==> src/rtl/lph_pkg.sv <==
// Shared types, constants and helper functions of the linear-probing hash table.
// Used by lph_hash, lph_ctrl and linear_probe_hash_table; depends on nothing.
package lph_pkg;

  localparam int INDEX_BITS     = 10;
  localparam int SCORES_PER_KEY = 3;
  localparam int TAB_SIZE       = 1 << INDEX_BITS;
  localparam int IN_WORDS       = 3;
  localparam int CNT_W          = INDEX_BITS + 1;
  localparam int KEY_W          = 64;
  localparam int WORD_W         = 32;
  localparam int SLOT_W         = 10;
  localparam int COUNT_W        = 11;
  localparam int STATUS_W       = 3;

  localparam logic [KEY_W-1:0] FIB_MULT = 64'h9E37_79B9_7F4A_7C15;

  localparam logic OP_INSERT = 1'b0;
  localparam logic OP_LOOKUP = 1'b1;

  localparam logic [STATUS_W-1:0] ST_OK   = 3'd0;
  localparam logic [STATUS_W-1:0] ST_DUP  = 3'd1;
  localparam logic [STATUS_W-1:0] ST_MISS = 3'd2;
  localparam logic [STATUS_W-1:0] ST_FULL = 3'd3;
  localparam logic [STATUS_W-1:0] ST_ZERO = 3'd4;

  typedef logic [INDEX_BITS-1:0] slot_t;
  typedef logic [SCORES_PER_KEY-1:0][WORD_W-1:0] score_vec_t;

  typedef struct packed {
    logic              opcode;
    logic [KEY_W-1:0]  search_key;
    logic [WORD_W-1:0] val_0;
    logic [WORD_W-1:0] val_1;
    logic [WORD_W-1:0] val_2;
    logic [WORD_W-1:0] test_0;
    logic [WORD_W-1:0] test_1;
    logic [WORD_W-1:0] test_2;
  } in_word_t;

  typedef struct packed {
    logic [STATUS_W-1:0] status;
    logic [SLOT_W-1:0]   slot_index;
    logic [WORD_W-1:0]   out_val_0;
    logic [WORD_W-1:0]   out_val_1;
    logic [WORD_W-1:0]   out_val_2;
    logic [WORD_W-1:0]   out_test_0;
    logic [WORD_W-1:0]   out_test_1;
    logic [WORD_W-1:0]   out_test_2;
    logic [COUNT_W-1:0]  entry_count;
  } out_word_t;

  typedef struct packed {
    logic [KEY_W-1:0] key;
    score_vec_t       vals;
    score_vec_t       tests;
  } entry_t;

  // Score word idx of an input word; words past the input fields are zero.
  function automatic logic [WORD_W-1:0] in_score(in_word_t w, int unsigned idx,
                                                 logic is_test);
    logic [WORD_W-1:0] r;
    r = '0;
    case (idx)
      0: r = is_test ? w.test_0 : w.val_0;
      1: r = is_test ? w.test_1 : w.val_1;
      2: r = is_test ? w.test_2 : w.val_2;
      default: r = '0;
    endcase
    return r;
  endfunction

  // Stored score word idx; zero where the entry holds fewer words.
  function automatic logic [WORD_W-1:0] pick_score(score_vec_t s, int unsigned idx);
    logic [WORD_W-1:0] r;
    r = '0;
    for (int unsigned k = 0; k < SCORES_PER_KEY; k++) begin
      if (k == idx) begin
        r = s[k];
      end
    end
    return r;
  endfunction

endpackage

==> src/rtl/lph_hash.sv <==
// Fibonacci home-slot unit: key times the golden-ratio constant, top bits kept.
// Uses one shared 32x32 multiplier, stepped through the states H_M0 to H_M3. Depends on lph_pkg.
module lph_hash (
  input  logic                 clk,
  input  logic                 rst,
  input  logic                 start,
  input  logic [lph_pkg::KEY_W-1:0] key,
  output logic                 done,
  output lph_pkg::slot_t       slot
);
  import lph_pkg::*;

  typedef enum logic [2:0] {
    H_IDLE, H_M0, H_M1, H_M2, H_M3, H_DONE
  } hstate_t;

  hstate_t             state;
  logic [KEY_W-1:0]    key_q;
  logic [KEY_W-1:0]    acc;
  logic [KEY_W-1:0]    prod;
  logic [WORD_W-1:0]   mul_a;
  logic [WORD_W-1:0]   mul_b;

  // Only the low 64 bits of the product matter, so the high-by-high
  // partial product is never formed.
  always_comb begin
    mul_a = key_q[WORD_W-1:0];
    mul_b = FIB_MULT[WORD_W-1:0];
    case (state)
      H_M1:    mul_b = FIB_MULT[KEY_W-1:WORD_W];
      H_M2:    mul_a = key_q[KEY_W-1:WORD_W];
      default: mul_a = key_q[WORD_W-1:0];
    endcase
  end

  assign done = (state == H_DONE);
  assign slot = acc[KEY_W-1 -: INDEX_BITS];

  always_ff @(posedge clk) begin
    if (rst) begin
      state <= H_IDLE;
    end else if (start) begin
      state <= H_M0;
      key_q <= key;
    end else begin
      prod <= KEY_W'(mul_a) * KEY_W'(mul_b);
      case (state)
        H_M0: begin
          state <= H_M1;
        end
        H_M1: begin
          acc   <= prod;
          state <= H_M2;
        end
        H_M2: begin
          acc[KEY_W-1:WORD_W] <= acc[KEY_W-1:WORD_W] + prod[WORD_W-1:0];
          state <= H_M3;
        end
        H_M3: begin
          acc[KEY_W-1:WORD_W] <= acc[KEY_W-1:WORD_W] + prod[WORD_W-1:0];
          state <= H_DONE;
        end
        H_DONE: begin
          state <= H_IDLE;
        end
        default: begin
          state <= H_IDLE;
        end
      endcase
    end
  end

endmodule

==> config.mk <==
export PLATFORM = sky130hd
export DESIGN_NAME = lph_hash
export DESIGN_NICKNAME = d
export VERILOG_FILES = /design/src/rtl/lph_pkg.sv /design/src/rtl/lph_hash.sv
export SDC_FILE = /design/constraint.sdc
export NUM_CORES = 2
export LEC_CHECK = 0
export BUFFER_PORTS_ARGS = -buffer_cell sky130_fd_sc_hd__buf_2
export CAP_MARGIN = 20
export CORE_MARGIN = 2
export CORE_UTILIZATION = 35
export CTS_BUF_LIST = sky130_fd_sc_hd__clkbuf_8
export DETAILED_ROUTE_END_ITERATION = 6
export SYNTH_ARGS = -nofsm -noshare
export SYNTH_HDL_FRONTEND = slang
export SYNTH_SLANG_ARGS = --single-unit
==> constraint.sdc <==
create_clock -name clk -period 22.5 [get_ports clk]
set_clock_uncertainty 0.1 [all_clocks]
set_input_delay 6.75 -clock clk [delete_from_list [all_inputs] [get_ports clk]]
set_output_delay 6.75 -clock clk [all_outputs]
set_load 0.01 [all_outputs]
==> results.md <==
* Result of the run: complete, but fails checks
* Violated checks: DRC
* Cell with the most instances on the worst path: sky130_fd_sc_hd__inv_1
* Setup Total Neg Slack at 0 ns
* Number of gates resized after cts at 0
* Aggregate global-route resource usage at 20.3%
* Post-synthesis mux area share at 1.16%
* Netlist Area Pre-Place at around 33000 sq um
* Start point of the critical path: state[2]
* Post-layout min period at 10.13 ns
* Die Span Y at between 300 and 400 um
* Number of different library cells in the post-synthesis netlist at 79
* Fraction of synthesized cell area in xor and xnor cells at 3.74%
* Count of flip-flops with a built-in enable after synthesis at 160
* Remaining global-route overflow at 0
* Routability Congestion at 0.959
* Commonest cells after routing, fill and taps aside: 863 x sky130_fd_sc_hd__inv_1, 578 x sky130_fd_sc_hd__fa_1, 458 x sky130_fd_sc_hd__ha_1
* Arrival @ worst endpoint at 10.36 ns
* Crit path buf inv count at 8
* Number of max-cap violations at 0
* Crit path max fanout at 37
* Largest family of logic cells by synthesized area: adder cells
* Kind of cell with the highest combined delay on the critical path: adder cells
* Post-CTS Setup Repair Bufs at 0
* Fraction of the mapped netlist area in simple logic gates at 7.24%
* First-pass GRT wire length at 143 mm
* Effective utilization at floorplan at 35.4%
* Arithmetic-cell share of the synthesized area counting full adders, half adders and majority gates at 53.2%
* Diodes inserted at 0
* Count of hold buffers inserted by post-cts repair at 0
* Most common cell after layout, fill and taps aside: sky130_fd_sc_hd__inv_1
* I/O pins at between 70 and 80
* Upper clock frequency limit at a little under 100 MHz
* Area fraction in compound gates after synthesis at 8.16%
* Hold Crit Start: prod[52]
* Clock net sink count at 163
* H-tree depth at 4
* Total count of hold-check failures in the final report at 0
* Final cycle utilization of the critical path at 45.0%
* Number of nets still failing antenna checks after routing at 0
* Sequential fraction of the synthesis area at 15.0%
* Slew headroom at 26.3%
* Growth of design area from synthesis to finish at 6.71%
* Insertion delay of the later-clocked pin in the worst-skew pair at between 0.6 and 0.7 ns
* Post-detailed-route via-to-cell ratio at slightly below 5
* Number of slew-limit violations in the final report at 0
* Dominant synthesized flop cell: sky130_fd_sc_hd__edfxtp_1
* Clock-pin slew of the registers on the worst-case setup and hold paths at 0.12 ns
* Width of the die at 309 um
* Share of layout cells above drive strength 1 at 5.11%
* RSZ-0062 raised after global routing: false
* Crit end category: register
* Core box area at 91800 sq um
* HPWL after detailed placement at 81.9 mm
* Violation count after the first detailed-route iteration at 1902
* Area leader, netlist: sky130_fd_sc_hd__fa_1
* Remaining design rule violation count at 5
* Net total in the final layout at about 4500
* Full die area at 95400 sq um
* Critical Setup Path Class: reg -> reg
* Hold Slack at 0.441 ns
* CTS root buffer: sky130_fd_sc_hd__clkbuf_8
* Final setup violating endpoints at 0
* TritonCTS clock tree: yes
* Max Root-Sink Buffers at 2
* Number of storage elements in the synthesis netlist at 163
* Slew @ Worst Pin at 1.07 ns
* Routed length per placed instance at between 20 and 25 um
* Count of mapped cells out of synthesis at 3322
* CTS Buf Count at 17
* Synthesized area per cell at 9.79 sq um
* Proportion of netlist area held by the largest area contributor at a little over a third
* Overall via count from detail_route at between 20000 and 25000
* Async set or reset register ratio after synthesis at 0%
* HP Class: reg -> reg
* Maximum number of pins on one net before global-route repair at 66
* Cell at the slowest stage of the critical path: sky130_fd_sc_hd__mux2i_1
* Critical Path Max Stage Delay at roughly 0.83 ns
* Aggregate routed wire length at 93.8 mm
* Setup slack at placement at around 13 ns
* Drt pass-1 iters at 7
* Smallest setup slack after layout at 12.37 ns
* Startpoint Class: register
* Rows at 111
* Top cells by area in the synthesized netlist: sky130_fd_sc_hd__fa_1 36%, sky130_fd_sc_hd__ha_1 18%, sky130_fd_sc_hd__edfxtp_1 15%
* Warning count from the yosys run at 0
* Initial antenna violation count at 2
* Launch point of the worst reg-to-reg path: state[2]
* Via count of the first global-routing pass at 23300
* Required time of the worst setup path at 22.73 ns
* Port-buffer cells at 77
==> path summary, 6_finish.rpt <==
path              endpoint  slack [ns]  depth (start not counted)
setup / recovery  prod[49]       12.37                         32
hold / removal     acc[52]        0.44                          2
setup reg to reg  prod[49]       12.37                         32
hold reg to reg    acc[52]        0.44                          2
==> layer usage <==
layer  vias to the layer above  global-route usage [%]  share of wire, %
li1                      10400                       -                 -
met1                     11400                    28.1                44
met2                       791                    32.4                47
met3                       130                    3.09               6.3
met4                         2                    6.81               3.3
met5                         -                       0             0.014
==> per-stage QoR <==
step | instance area [sq um] | std cells | util, %
floorplan | 32600 | 3354 | -
global placement | 34200 | 4576 | 37.3
detailed placement | 34300 | 4577 | 37.3
CTS | 34700 | 4609 | 37.8
global route | 34700 | 4609 | 37.8
finish | 34700 | 4609 | 37.8
==> Yosys cell counts (7+ instances only) <==
library cell,instances
sky130_fd_sc_hd__nor2b_1,9
sky130_fd_sc_hd__nand2_1,206
sky130_fd_sc_hd__xor2_1,32
sky130_fd_sc_hd__clkbuf_1,88
sky130_fd_sc_hd__nor2_1,185
sky130_fd_sc_hd__nand4_1,14
sky130_fd_sc_hd__or2_2,7
sky130_fd_sc_hd__and2_1,19
sky130_fd_sc_hd__mux2_2,19
sky130_fd_sc_hd__nor3_1,33
sky130_fd_sc_hd__nand3_1,22
sky130_fd_sc_hd__and3_1,10
sky130_fd_sc_hd__a21o_1,62
sky130_fd_sc_hd__buf_4,11
sky130_fd_sc_hd__o21a_1,10
sky130_fd_sc_hd__o21bai_1,13
sky130_fd_sc_hd__xnor2_1,107
sky130_fd_sc_hd__edfxtp_1,160
sky130_fd_sc_hd__ha_1,458
sky130_fd_sc_hd__a31oi_1,18
sky130_fd_sc_hd__o211ai_1,8
sky130_fd_sc_hd__a21oi_1,146
sky130_fd_sc_hd__a211oi_1,14
sky130_fd_sc_hd__nand2b_1,11
sky130_fd_sc_hd__mux2i_1,15
sky130_fd_sc_hd__fa_1,578
sky130_fd_sc_hd__inv_1,862
sky130_fd_sc_hd__o21ai_0,99
==> logic make-up after synthesis <==
| group | after synthesis |
|---|---|
| AO/OA/AOI/OAI | 427 |
| XOR/XNOR | 139 |
| adder cells (fa/ha/maj) | 1036 |
| buffers and inverters | 981 |
| flip-flops | 163 |
| multiplexers | 35 |
| other | 2 |
| AND/OR/NAND/NOR | 539 |
==> sequential cells by signal (all words and copies together), names as in the netlist <==
signal,cells
key_q,64
prod,64
acc,32
state,3
==> worst register-to-register path, delay by kind of cell (launching register included) <==
kind | cells | cell delay (ns)
AOI/OAI and AO/OA | 7 | 1.55
xor gates and xnor gates | 2 | 0.36
adders and majority gates | 9 | 3.80
buffers and inverters | 8 | 1.49
DFF | 1 | 0.46
muxes | 1 | 0.94
and+or+nand+nor | 5 | 1.15
==> layout make-up <==
| class | instances | area [sq um] |
|---|---|---|
| Tap cell | 1243 | 1560 |
| Inverter | 868 | 3260 |
| Clock inverter | 15 | 191 |
| Fill cell | 9248 | 57100 |
| Clock buffer | 17 | 234 |
| Multi-Input combinational cell | 2210 | 24100 |
| Sequential cell | 163 | 4860 |
| Timing Repair Buffer | 93 | 526 |
Power is not shown: default switching activity piles up to over one toggle a cycle in this logic, so the estimate is an artifact.
